**src/rtl/core/thermistor_adc_to_temperature_unit_assert.svh**
```systemverilog
// ----------------------------------------------------------------------------
// Assertion macros for the thermistor ADC to temperature unit
// Same-cycle and next-cycle implication checks, clocked on clk, off in reset.
// ----------------------------------------------------------------------------
`ifndef THERMISTOR_ADC_TO_TEMPERATURE_UNIT_ASSERT_SVH
`define THERMISTOR_ADC_TO_TEMPERATURE_UNIT_ASSERT_SVH

// The consequent must hold in the same cycle as the antecedent.
`define TATU_ASSERT_NOW(label, ante, cons, msg) \
    label: assert property (@(posedge clk) disable iff (!rst_n) (ante) |-> (cons)) \
        else $error(msg);

// The consequent must hold in the cycle after the antecedent.
`define TATU_ASSERT_NEXT(label, ante, cons, msg) \
    label: assert property (@(posedge clk) disable iff (!rst_n) (ante) |=> (cons)) \
        else $error(msg);

`endif

```
**src/rtl/core/tatu_pkg.sv**
```systemverilog
// ----------------------------------------------------------------------------
// Thermistor ADC to temperature unit package
// Widths, constants and the piecewise-linear segment table.
// ----------------------------------------------------------------------------
package tatu_pkg;

    localparam int SAMPLES_PER_READING = 10;
    localparam int ADC_BITS            = 10;
    localparam int VREF_MV             = 3300;

    localparam int ADC_W   = 10;
    localparam int SER_W   = 16;
    localparam int TEMP_W  = 13;
    localparam int RES_W   = 26;
    localparam int MV_W    = 12;
    localparam int SUM_W   = $clog2(SAMPLES_PER_READING * ((1 << ADC_BITS) - 1) + 1);
    localparam int CNT_W   = $clog2(SAMPLES_PER_READING + 1);
    localparam int NUM_W   = MV_W + SER_W;
    localparam int DVS_W   = 14;
    localparam int TD_W    = 24;
    localparam int BIT_W   = $clog2(NUM_W + 1);
    localparam int SEG_N   = 6;
    localparam int SEG_W   = 3;
    localparam int OHM_W   = 16;

    localparam logic [SER_W-1:0] SERIES_RESET = SER_W'(10000);

    typedef struct packed {
        logic [OHM_W-1:0]  lo;
        logic [OHM_W-1:0]  hi;
        logic [DVS_W-1:0]  k10;
        logic [TEMP_W-1:0] base;
    } seg_t;

    function automatic seg_t seg_at(input logic [SEG_W-1:0] idx);
        seg_t s;
        case (idx)
            3'd0:    s = '{lo: 16'd20310, hi: 16'd33970, k10: 14'd13660, base: 13'd0};
            3'd1:    s = '{lo: 16'd12570, hi: 16'd20310, k10: 14'd7740,  base: 13'd1000};
            3'd2:    s = '{lo: 16'd8034,  hi: 16'd12570, k10: 14'd4537,  base: 13'd2000};
            3'd3:    s = '{lo: 16'd5298,  hi: 16'd8034,  k10: 14'd2737,  base: 13'd3000};
            3'd4:    s = '{lo: 16'd3586,  hi: 16'd5298,  k10: 14'd1717,  base: 13'd4000};
            3'd5:    s = '{lo: 16'd2484,  hi: 16'd3586,  k10: 14'd1102,  base: 13'd5000};
            default: s = '{lo: 16'hFFFF,  hi: 16'd0,     k10: 14'd1,     base: 13'd0};
        endcase
        return s;
    endfunction

endpackage

```
**src/rtl/core/thermistor_adc_to_temperature_unit.sv**
```systemverilog
// ----------------------------------------------------------------------------
// Thermistor ADC to temperature unit
// Averages groups of ADC samples and maps the thermistor resistance to
// hundredths of a degree Celsius through six linear segments.
// ----------------------------------------------------------------------------
// Usage:
//   The input channel (in_valid/in_ready) takes one ADC sample per request.
//   Every tenth sample closes a group and produces one result request on the
//   output channel (out_valid/out_ready); other samples produce none.
//   The first nine samples of a group are taken one per cycle, even while the
//   previous group is still being converted. The tenth waits until the
//   converter is idle.
//   Conversion runs three divisions on one radix-2 restoring divider, one
//   quotient bit per cycle: for the average, the resistance and the
//   segment slope. The slope division is skipped when the resistance is
//   out of range.
//   The result sits in an output register; while the receiver stalls, the
//   next group is summed and converted, and waits in its last step.
//   series_ohms is written through cfg_we/cfg_wdata by the user, only while
//   the unit is idle; the unit does not enforce this. Reset clears the sum,
//   count and last temperature and sets series_ohms to 10000.
// ----------------------------------------------------------------------------
module thermistor_adc_to_temperature_unit (
    input  logic                        clk,
    input  logic                        rst_n,
    input  logic                        in_valid,
    output logic                        in_ready,
    input  logic [tatu_pkg::ADC_W-1:0]  adc_sample,
    output logic                        out_valid,
    input  logic                        out_ready,
    output logic [tatu_pkg::TEMP_W-1:0] temp_centi,
    output logic                        in_range,
    output logic [tatu_pkg::RES_W-1:0]  resistance_ohms,
    input  logic                        cfg_we,
    input  logic [tatu_pkg::SER_W-1:0]  cfg_wdata
);

    typedef enum logic [2:0] {
        S_IDLE,
        S_AVG,
        S_MV,
        S_NUM,
        S_RES,
        S_SEG,
        S_TMP,
        S_DONE
    } state_t;

    localparam logic [tatu_pkg::CNT_W-1:0] CNT_LAST =
        tatu_pkg::CNT_W'(tatu_pkg::SAMPLES_PER_READING - 1);
    localparam int PROD_W = tatu_pkg::ADC_BITS + tatu_pkg::MV_W;
    localparam logic [tatu_pkg::TEMP_W-1:0] TEMP_TOP = tatu_pkg::TEMP_W'(6000);

    state_t                          state_reg, state_next;
    logic [tatu_pkg::SUM_W-1:0]      sum_reg, sum_next;
    logic [tatu_pkg::CNT_W-1:0]      cnt_reg, cnt_next;
    logic [tatu_pkg::TEMP_W-1:0]     last_temp_reg, last_temp_next;
    logic [tatu_pkg::SER_W-1:0]      series_reg, series_next;
    logic [tatu_pkg::NUM_W-1:0]      a_reg, a_next;
    logic [tatu_pkg::DVS_W-1:0]      rem_reg, rem_next;
    logic [tatu_pkg::DVS_W-1:0]      dvs_reg, dvs_next;
    logic [tatu_pkg::BIT_W-1:0]      bit_cnt_reg, bit_cnt_next;
    logic [tatu_pkg::MV_W-1:0]       mv_reg, mv_next;
    logic [tatu_pkg::RES_W-1:0]      r_reg, r_next;
    logic [tatu_pkg::TEMP_W-1:0]     base_reg, base_next;
    logic                            hit_reg, hit_next;
    logic                            out_valid_reg, out_valid_next;
    logic [tatu_pkg::TEMP_W-1:0]     temp_out_reg, temp_out_next;
    logic                            in_range_reg, in_range_next;
    logic [tatu_pkg::RES_W-1:0]      res_out_reg, res_out_next;

    logic                            take;
    logic                            group_close;
    logic                            div_off;
    logic [tatu_pkg::SUM_W-1:0]      sum_total;
    logic [tatu_pkg::DVS_W:0]        rem_sh;
    logic                            q_bit;
    logic [tatu_pkg::DVS_W-1:0]      rem_step;
    logic [tatu_pkg::NUM_W-1:0]      a_step;
    logic [PROD_W-1:0]               mv_prod;
    logic                            seg_found;
    tatu_pkg::seg_t                  seg_sel;
    tatu_pkg::seg_t                  seg_cur;
    logic [tatu_pkg::OHM_W-1:0]      seg_d;
    logic [tatu_pkg::TD_W-1:0]       seg_td;
    logic [tatu_pkg::TEMP_W-1:0]     temp_new;

    assign in_ready    = (cnt_reg != CNT_LAST) || (state_reg == S_IDLE);
    assign take        = in_valid && in_ready;
    assign group_close = take && (cnt_reg == CNT_LAST);
    assign div_off     = (state_reg == S_IDLE) || (state_reg == S_DONE) || (state_reg == S_SEG);
    assign sum_total = sum_reg + tatu_pkg::SUM_W'(adc_sample[tatu_pkg::ADC_BITS-1:0]);

    // One step of the restoring divider.
    assign rem_sh   = {rem_reg, a_reg[tatu_pkg::NUM_W-1]};
    assign q_bit    = rem_sh >= {1'b0, dvs_reg};
    assign rem_step = q_bit ? tatu_pkg::DVS_W'(rem_sh - {1'b0, dvs_reg})
                            : rem_sh[tatu_pkg::DVS_W-1:0];
    assign a_step   = {a_reg[tatu_pkg::NUM_W-2:0], q_bit};

    assign mv_prod  = PROD_W'(a_reg[tatu_pkg::ADC_BITS-1:0]) * PROD_W'(tatu_pkg::VREF_MV);
    assign temp_new = base_reg + a_reg[tatu_pkg::TEMP_W-1:0];

    always_comb
    begin
        seg_found = 1'b0;
        seg_sel   = tatu_pkg::seg_at(tatu_pkg::SEG_W'(0));
        for (int i = 0; i < tatu_pkg::SEG_N; i++)
        begin
            seg_cur = tatu_pkg::seg_at(tatu_pkg::SEG_W'(i));
            if (!seg_found
                && a_reg[tatu_pkg::RES_W-1:0] > tatu_pkg::RES_W'(seg_cur.lo)
                && a_reg[tatu_pkg::RES_W-1:0] <= tatu_pkg::RES_W'(seg_cur.hi))
            begin
                seg_found = 1'b1;
                seg_sel   = seg_cur;
            end
        end
        seg_d  = seg_sel.hi - a_reg[tatu_pkg::OHM_W-1:0];
        seg_td = tatu_pkg::TD_W'(seg_d) * tatu_pkg::TD_W'(1000);
    end

    always_comb
    begin
        state_next     = state_reg;
        sum_next       = sum_reg;
        cnt_next       = cnt_reg;
        last_temp_next = last_temp_reg;
        series_next    = cfg_we ? cfg_wdata : series_reg;
        a_next         = a_reg;
        rem_next       = rem_reg;
        dvs_next       = dvs_reg;
        bit_cnt_next   = bit_cnt_reg;
        mv_next        = mv_reg;
        r_next         = r_reg;
        base_next      = base_reg;
        hit_next       = hit_reg;
        out_valid_next = out_valid_reg && !out_ready;
        temp_out_next  = temp_out_reg;
        in_range_next  = in_range_reg;
        res_out_next   = res_out_reg;

        if (take)
        begin
            if (cnt_reg == CNT_LAST)
            begin
                sum_next = '0;
                cnt_next = '0;
            end
            else
            begin
                sum_next = sum_total;
                cnt_next = cnt_reg + 1'b1;
            end
        end

        case (state_reg)
            S_IDLE:
            begin
                if (group_close)
                begin
                    a_next       = {sum_total, {(tatu_pkg::NUM_W - tatu_pkg::SUM_W){1'b0}}};
                    rem_next     = '0;
                    dvs_next     = tatu_pkg::DVS_W'(tatu_pkg::SAMPLES_PER_READING);
                    bit_cnt_next = tatu_pkg::BIT_W'(tatu_pkg::SUM_W);
                    state_next   = S_AVG;
                end
            end
            S_AVG, S_RES, S_TMP:
            begin
                a_next       = a_step;
                rem_next     = rem_step;
                bit_cnt_next = bit_cnt_reg - 1'b1;
                if (bit_cnt_reg == tatu_pkg::BIT_W'(1))
                begin
                    case (state_reg)
                        S_AVG:   state_next = S_MV;
                        S_RES:   state_next = S_SEG;
                        default: state_next = S_DONE;
                    endcase
                end
            end
            S_MV:
            begin
                mv_next    = mv_prod[tatu_pkg::ADC_BITS +: tatu_pkg::MV_W];
                state_next = S_NUM;
            end
            S_NUM:
            begin
                a_next       = tatu_pkg::NUM_W'(mv_reg) * tatu_pkg::NUM_W'(series_reg);
                rem_next     = '0;
                dvs_next     = tatu_pkg::DVS_W'(tatu_pkg::VREF_MV) - tatu_pkg::DVS_W'(mv_reg);
                bit_cnt_next = tatu_pkg::BIT_W'(tatu_pkg::NUM_W);
                state_next   = S_RES;
            end
            S_SEG:
            begin
                r_next    = a_reg[tatu_pkg::RES_W-1:0];
                hit_next  = seg_found;
                base_next = seg_sel.base;
                if (seg_found)
                begin
                    a_next       = {seg_td, {(tatu_pkg::NUM_W - tatu_pkg::TD_W){1'b0}}};
                    rem_next     = '0;
                    dvs_next     = seg_sel.k10;
                    bit_cnt_next = tatu_pkg::BIT_W'(tatu_pkg::TD_W);
                    state_next   = S_TMP;
                end
                else
                begin
                    state_next = S_DONE;
                end
            end
            S_DONE:
            begin
                if (!out_valid_reg || out_ready)
                begin
                    out_valid_next = 1'b1;
                    in_range_next  = hit_reg;
                    res_out_next   = r_reg;
                    temp_out_next  = hit_reg ? temp_new : last_temp_reg;
                    if (hit_reg)
                    begin
                        last_temp_next = temp_new;
                    end
                    state_next = S_IDLE;
                end
            end
            default:
            begin
                state_next = S_IDLE;
            end
        endcase
    end

    always_ff @(posedge clk or negedge rst_n)
    begin
        if (!rst_n)
        begin
            state_reg     <= S_IDLE;
            sum_reg       <= '0;
            cnt_reg       <= '0;
            last_temp_reg <= '0;
            series_reg    <= tatu_pkg::SERIES_RESET;
            a_reg         <= '0;
            rem_reg       <= '0;
            dvs_reg       <= '0;
            bit_cnt_reg   <= '0;
            mv_reg        <= '0;
            r_reg         <= '0;
            base_reg      <= '0;
            hit_reg       <= 1'b0;
            out_valid_reg <= 1'b0;
            temp_out_reg  <= '0;
            in_range_reg  <= 1'b0;
            res_out_reg   <= '0;
        end
        else
        begin
            state_reg     <= state_next;
            sum_reg       <= sum_next;
            cnt_reg       <= cnt_next;
            last_temp_reg <= last_temp_next;
            series_reg    <= series_next;
            a_reg         <= a_next;
            rem_reg       <= rem_next;
            dvs_reg       <= dvs_next;
            bit_cnt_reg   <= bit_cnt_next;
            mv_reg        <= mv_next;
            r_reg         <= r_next;
            base_reg      <= base_next;
            hit_reg       <= hit_next;
            out_valid_reg <= out_valid_next;
            temp_out_reg  <= temp_out_next;
            in_range_reg  <= in_range_next;
            res_out_reg   <= res_out_next;
        end
    end

    assign out_valid       = out_valid_reg;
    assign temp_centi      = temp_out_reg;
    assign in_range        = in_range_reg;
    assign resistance_ohms = res_out_reg;

`include "thermistor_adc_to_temperature_unit_assert.svh"

    `TATU_ASSERT_NEXT(a_group_start, group_close, state_reg == S_AVG, "Group did not start")
    `TATU_ASSERT_NOW(a_div_idle, div_off, bit_cnt_reg == '0, "Divider count running while idle")
    `TATU_ASSERT_NOW(a_load_done, $rose(out_valid_reg), $past(state_reg) == S_DONE, "Stray result")
    `TATU_ASSERT_NOW(a_temp_span, in_range_reg, temp_out_reg < TEMP_TOP, "Temperature above 60 C")

endmodule
```
**config.mk**
```make
export PLATFORM = sky130hd
export DESIGN_NAME = thermistor_adc_to_temperature_unit
export DESIGN_NICKNAME = d
export VERILOG_FILES = /design/src/rtl/core/tatu_pkg.sv /design/src/rtl/core/thermistor_adc_to_temperature_unit.sv
export VERILOG_INCLUDE_DIRS = /design/src /design/src/rtl/core
export SDC_FILE = /design/constraint.sdc
export NUM_CORES = 1
export LEC_CHECK = 0
export ABC_CLOCK_PERIOD_IN_PS = 21800
export BUFFER_PORTS_ARGS = -buffer_cell sky130_fd_sc_hd__clkbuf_2
export CAP_MARGIN = 20
export CORE_ASPECT_RATIO = 1.5
export CORE_UTILIZATION = 35
export CTS_BUF_LIST = sky130_fd_sc_hd__clkbuf_4
export CTS_CLUSTER_DIAMETER = 200
export DETAILED_ROUTE_END_ITERATION = 10
export PLACE_DENSITY_LB_ADDON = 0.1
export SKIP_CTS_REPAIR_TIMING = 1
export SLEW_MARGIN = 20
export SYNTH_ARGS = -nofsm -noshare
export SYNTH_HDL_FRONTEND = slang
export SYNTH_SLANG_ARGS = --single-unit
```
**constraint.sdc**
```tcl
create_clock -name clk -period 21.8 [get_ports clk]
set_clock_uncertainty 0.1 [all_clocks]
set_input_delay 1.09 -clock clk [delete_from_list [all_inputs] [get_ports clk]]
set_output_delay 1.09 -clock clk [all_outputs]
set_load 0.02 [all_outputs]
```
==> qor.csv <==
stage,metric,value,unit
routing,drt_iter0_drc,663,
yosys,ys_async_sr_fraction,100,%
worst_setup_path,critPathKind,register to register,
yosys,synth_area_per_cell,9.08,sq um
finish,nets,2830,
yosys,synth_compound_area_share,13.6,%
sta,rsz0062_at_grt,no,
die,die-area,61200,sq um
global_routing,grt_pass1_wl,99500,microns
worst_setup_path,r2r_end,a_reg[23],
yosys,yosys.area_share.adder,35.2,%
worst_setup_path,worst_r2r_path_depth,32,
routing,num_vias,16400,
worst_setup_path,start_kind,register,
global_routing,first_global_vias,17700,
clocking,cts_buffers,17,
clocking,clockBufferDepth,2,
global_routing,gr-total-overflow,0,
routing,dr_wl_met2,33500,microns
die,rows,109,
die,io_pins,73,
sta,finalSetupViolations,0,
clocking,htreeDepth,4,
yosys,synth.net_count,2816,
worst_setup_path,path_max_fanout,11,
sta,fin_crit_sh,41.8,%
yosys,synth_edf_count,0,
sta,whs,290,ps
clocking,clock_latency,710,ps
worst_setup_path,slowest_delay,710,ps
routing,routed_wl,61300,microns
global_routing,track_usage,21.1,%
worst_setup_path,end_kind,register,
yosys,yosys.area.top_type_share,21.5,%
yosys,synth.cell_area,21100,sq um
yosys,synth_xor_area_share,4.12,%
yosys,synth_area_leader_cell,dfrtp_1,
routing,drt_pass1_iterations,5,
finish,area_growth_syn_to_layout,6.59,%
finish,multi_input_area,14800,sq um
die,die_w,202,microns
sta,finalHoldViolCount,0,
finish,layout_commonest_cell,nand2_1,
yosys,synth_cell_types,83,
worst_setup_path,r2r_start,a_reg[7],
routing,top_layer,met4,
yosys,synth_simple_gate_area_share,14.7,%
yosys,ys_seq_area_share,22.1,%
sta,drv_slew,0,
sta,setup_tns,0,ps
flow_run,drv_cap,0,
sta,worst_pin_slew,1010,ps
routing,antenna_left,0,
yosys,ys_ff_latch,186,
global_routing,grt_max_degree,68,
worst_setup_path,crit_path_start,a_reg[7],
yosys,synthesis.instances,2321,
routing,routedWlPerCell,19.6,microns
worst_setup_path,rrSetupSlack,12690,ps
sta,setup_slack,12690,ps
global_routing,antenna_found_initial,1,
clocking,cts_tree,built,
clocking,cts-root-buf,clkbuf_4,
finish,largest_register_ffs,28,
worst_setup_path,critPathRequiredTime,22300,ps
yosys,synth_top_family_by_area,adder cells,
yosys,yosysWarnings,0,
worst_setup_path,critPathArrivalTime,9610,ps
die,die_y,302,microns
yosys,muxShareOfSynthArea,2.79,%
worst_hold_path,holdCritPathClass,input pin to asynchronous set/reset pin,
worst_setup_path,slowest_stage,xnor2_1,
sta,slew_headroom,32.3,%
finish,drive_gt1_share,8.43,%
yosys,synthFlopType,dfrtp_1,
sta,fmax,110,MHz
die,start_util,35.6,%
routing,drcViolationCount,0,
die,core_region_area,59200,sq um
routing,met3_length,1330,microns
routing,wl_met1,25100,microns
placed_design,gp_congestion,0.935,
finish,layout_common_cells,"nand2_1, inv_1, ha_1, fa_1, dfrtp_1",
finish,num-fill-cells,6164,
clocking,clkSinkCount,186,
clocking,cts.clk_slew.worst_paths,170,ps
placed_design,hpwlAfterDp,49300,microns
worst_setup_path,crit_end,a_reg[23],
routing,routed_via_density,5.24,
yosys,synthTopCellsByArea,"dfrtp_1, fa_1, ha_1",
finish,seq_area,4660,sq um
run_status,status,finished clean,
placed_design,post-place-ws,12720,ps
placed_design,io_buffers,72,
sta,finalCriticalPeriod,9110,ps
[layout make-up]
class,count,area share [%]
diodes,2,0.0223
clock buffers,17,0.568
clock inverters,15,0.724
inverters,316,5.28
multi-input cells,1725,66.1
flip-flops and latches,186,20.8
well taps,777,4.33
repair buffers,89,2.23
[Yosys cell counts (all sizes together) (15+ instances only)]
cell    number
o211ai      15
xnor2       61
and2        62
a21o        27
xor2        38
o21a        16
buf         28
nor2       113
nor3        40
nand3       37
nor2b       19
clkbuf      66
ha         249
o21ai      132
inv        316
nand2b      20
fa         215
dfrtp      181
a21oi       98
nand2      324
mux2        45
[critical path: cells and delay by family (launching register included)]
family / cells / cell delay [ps]
buf+inv: 4 / 640
compound gates: 13 / 2530
simple gates: 6 / 1580
flops: 1 / 560
fa+ha+maj: 7 / 2730
xor+xnor: 2 / 890
[layer usage]
layer  GRT usage [%]  vias to the layer above
li1                -                     7751
met1            24.2                     8278
met2            40.9                      278
met3            1.60                       71
met4            6.78                        0
met5               0                        -
[cell families after synthesis]
kind of cell             count (synthesis)
AO/OA/AOI/OAI                          436
adder cells (fa/ha/maj)                464
flip-flops                             186
AND/OR/NAND/NOR                        673
multiplexers                            53
XOR/XNOR                                99
buffers and inverters                  410
[through the flow]
stage | util (%) | instances | cell area, sq um
6_report | 37.9 | 3127 | 22500
2_1_floorplan | - | 2321 | 21100
3_3_place_gp | 37.4 | 3092 | 22200
5_1_grt | 37.9 | 3127 | 22500
4_1_cts | 37.9 | 3124 | 22400
3_5_place_dp | 37.4 | 3092 | 22200
[how the worst min path moves through the flow]
stage | start | to | slack (ps)
3_5_place_dp | r_reg[17] | r_reg[17] | 360
3_3_place_gp | r_reg[15] | r_reg[15] | 360
4_1_cts | rst_n | mv_reg[0] | 230
5_1_grt | rst_n | temp_centi[8] | 280
6_report | rst_n | temp_centi[8] | 290
2_1_floorplan | r_reg[21] | r_reg[21] | 340
Power is left out: the tool's default activity adds up to more than one toggle a clock period on the data nets, which glitch-free logic cannot reach.
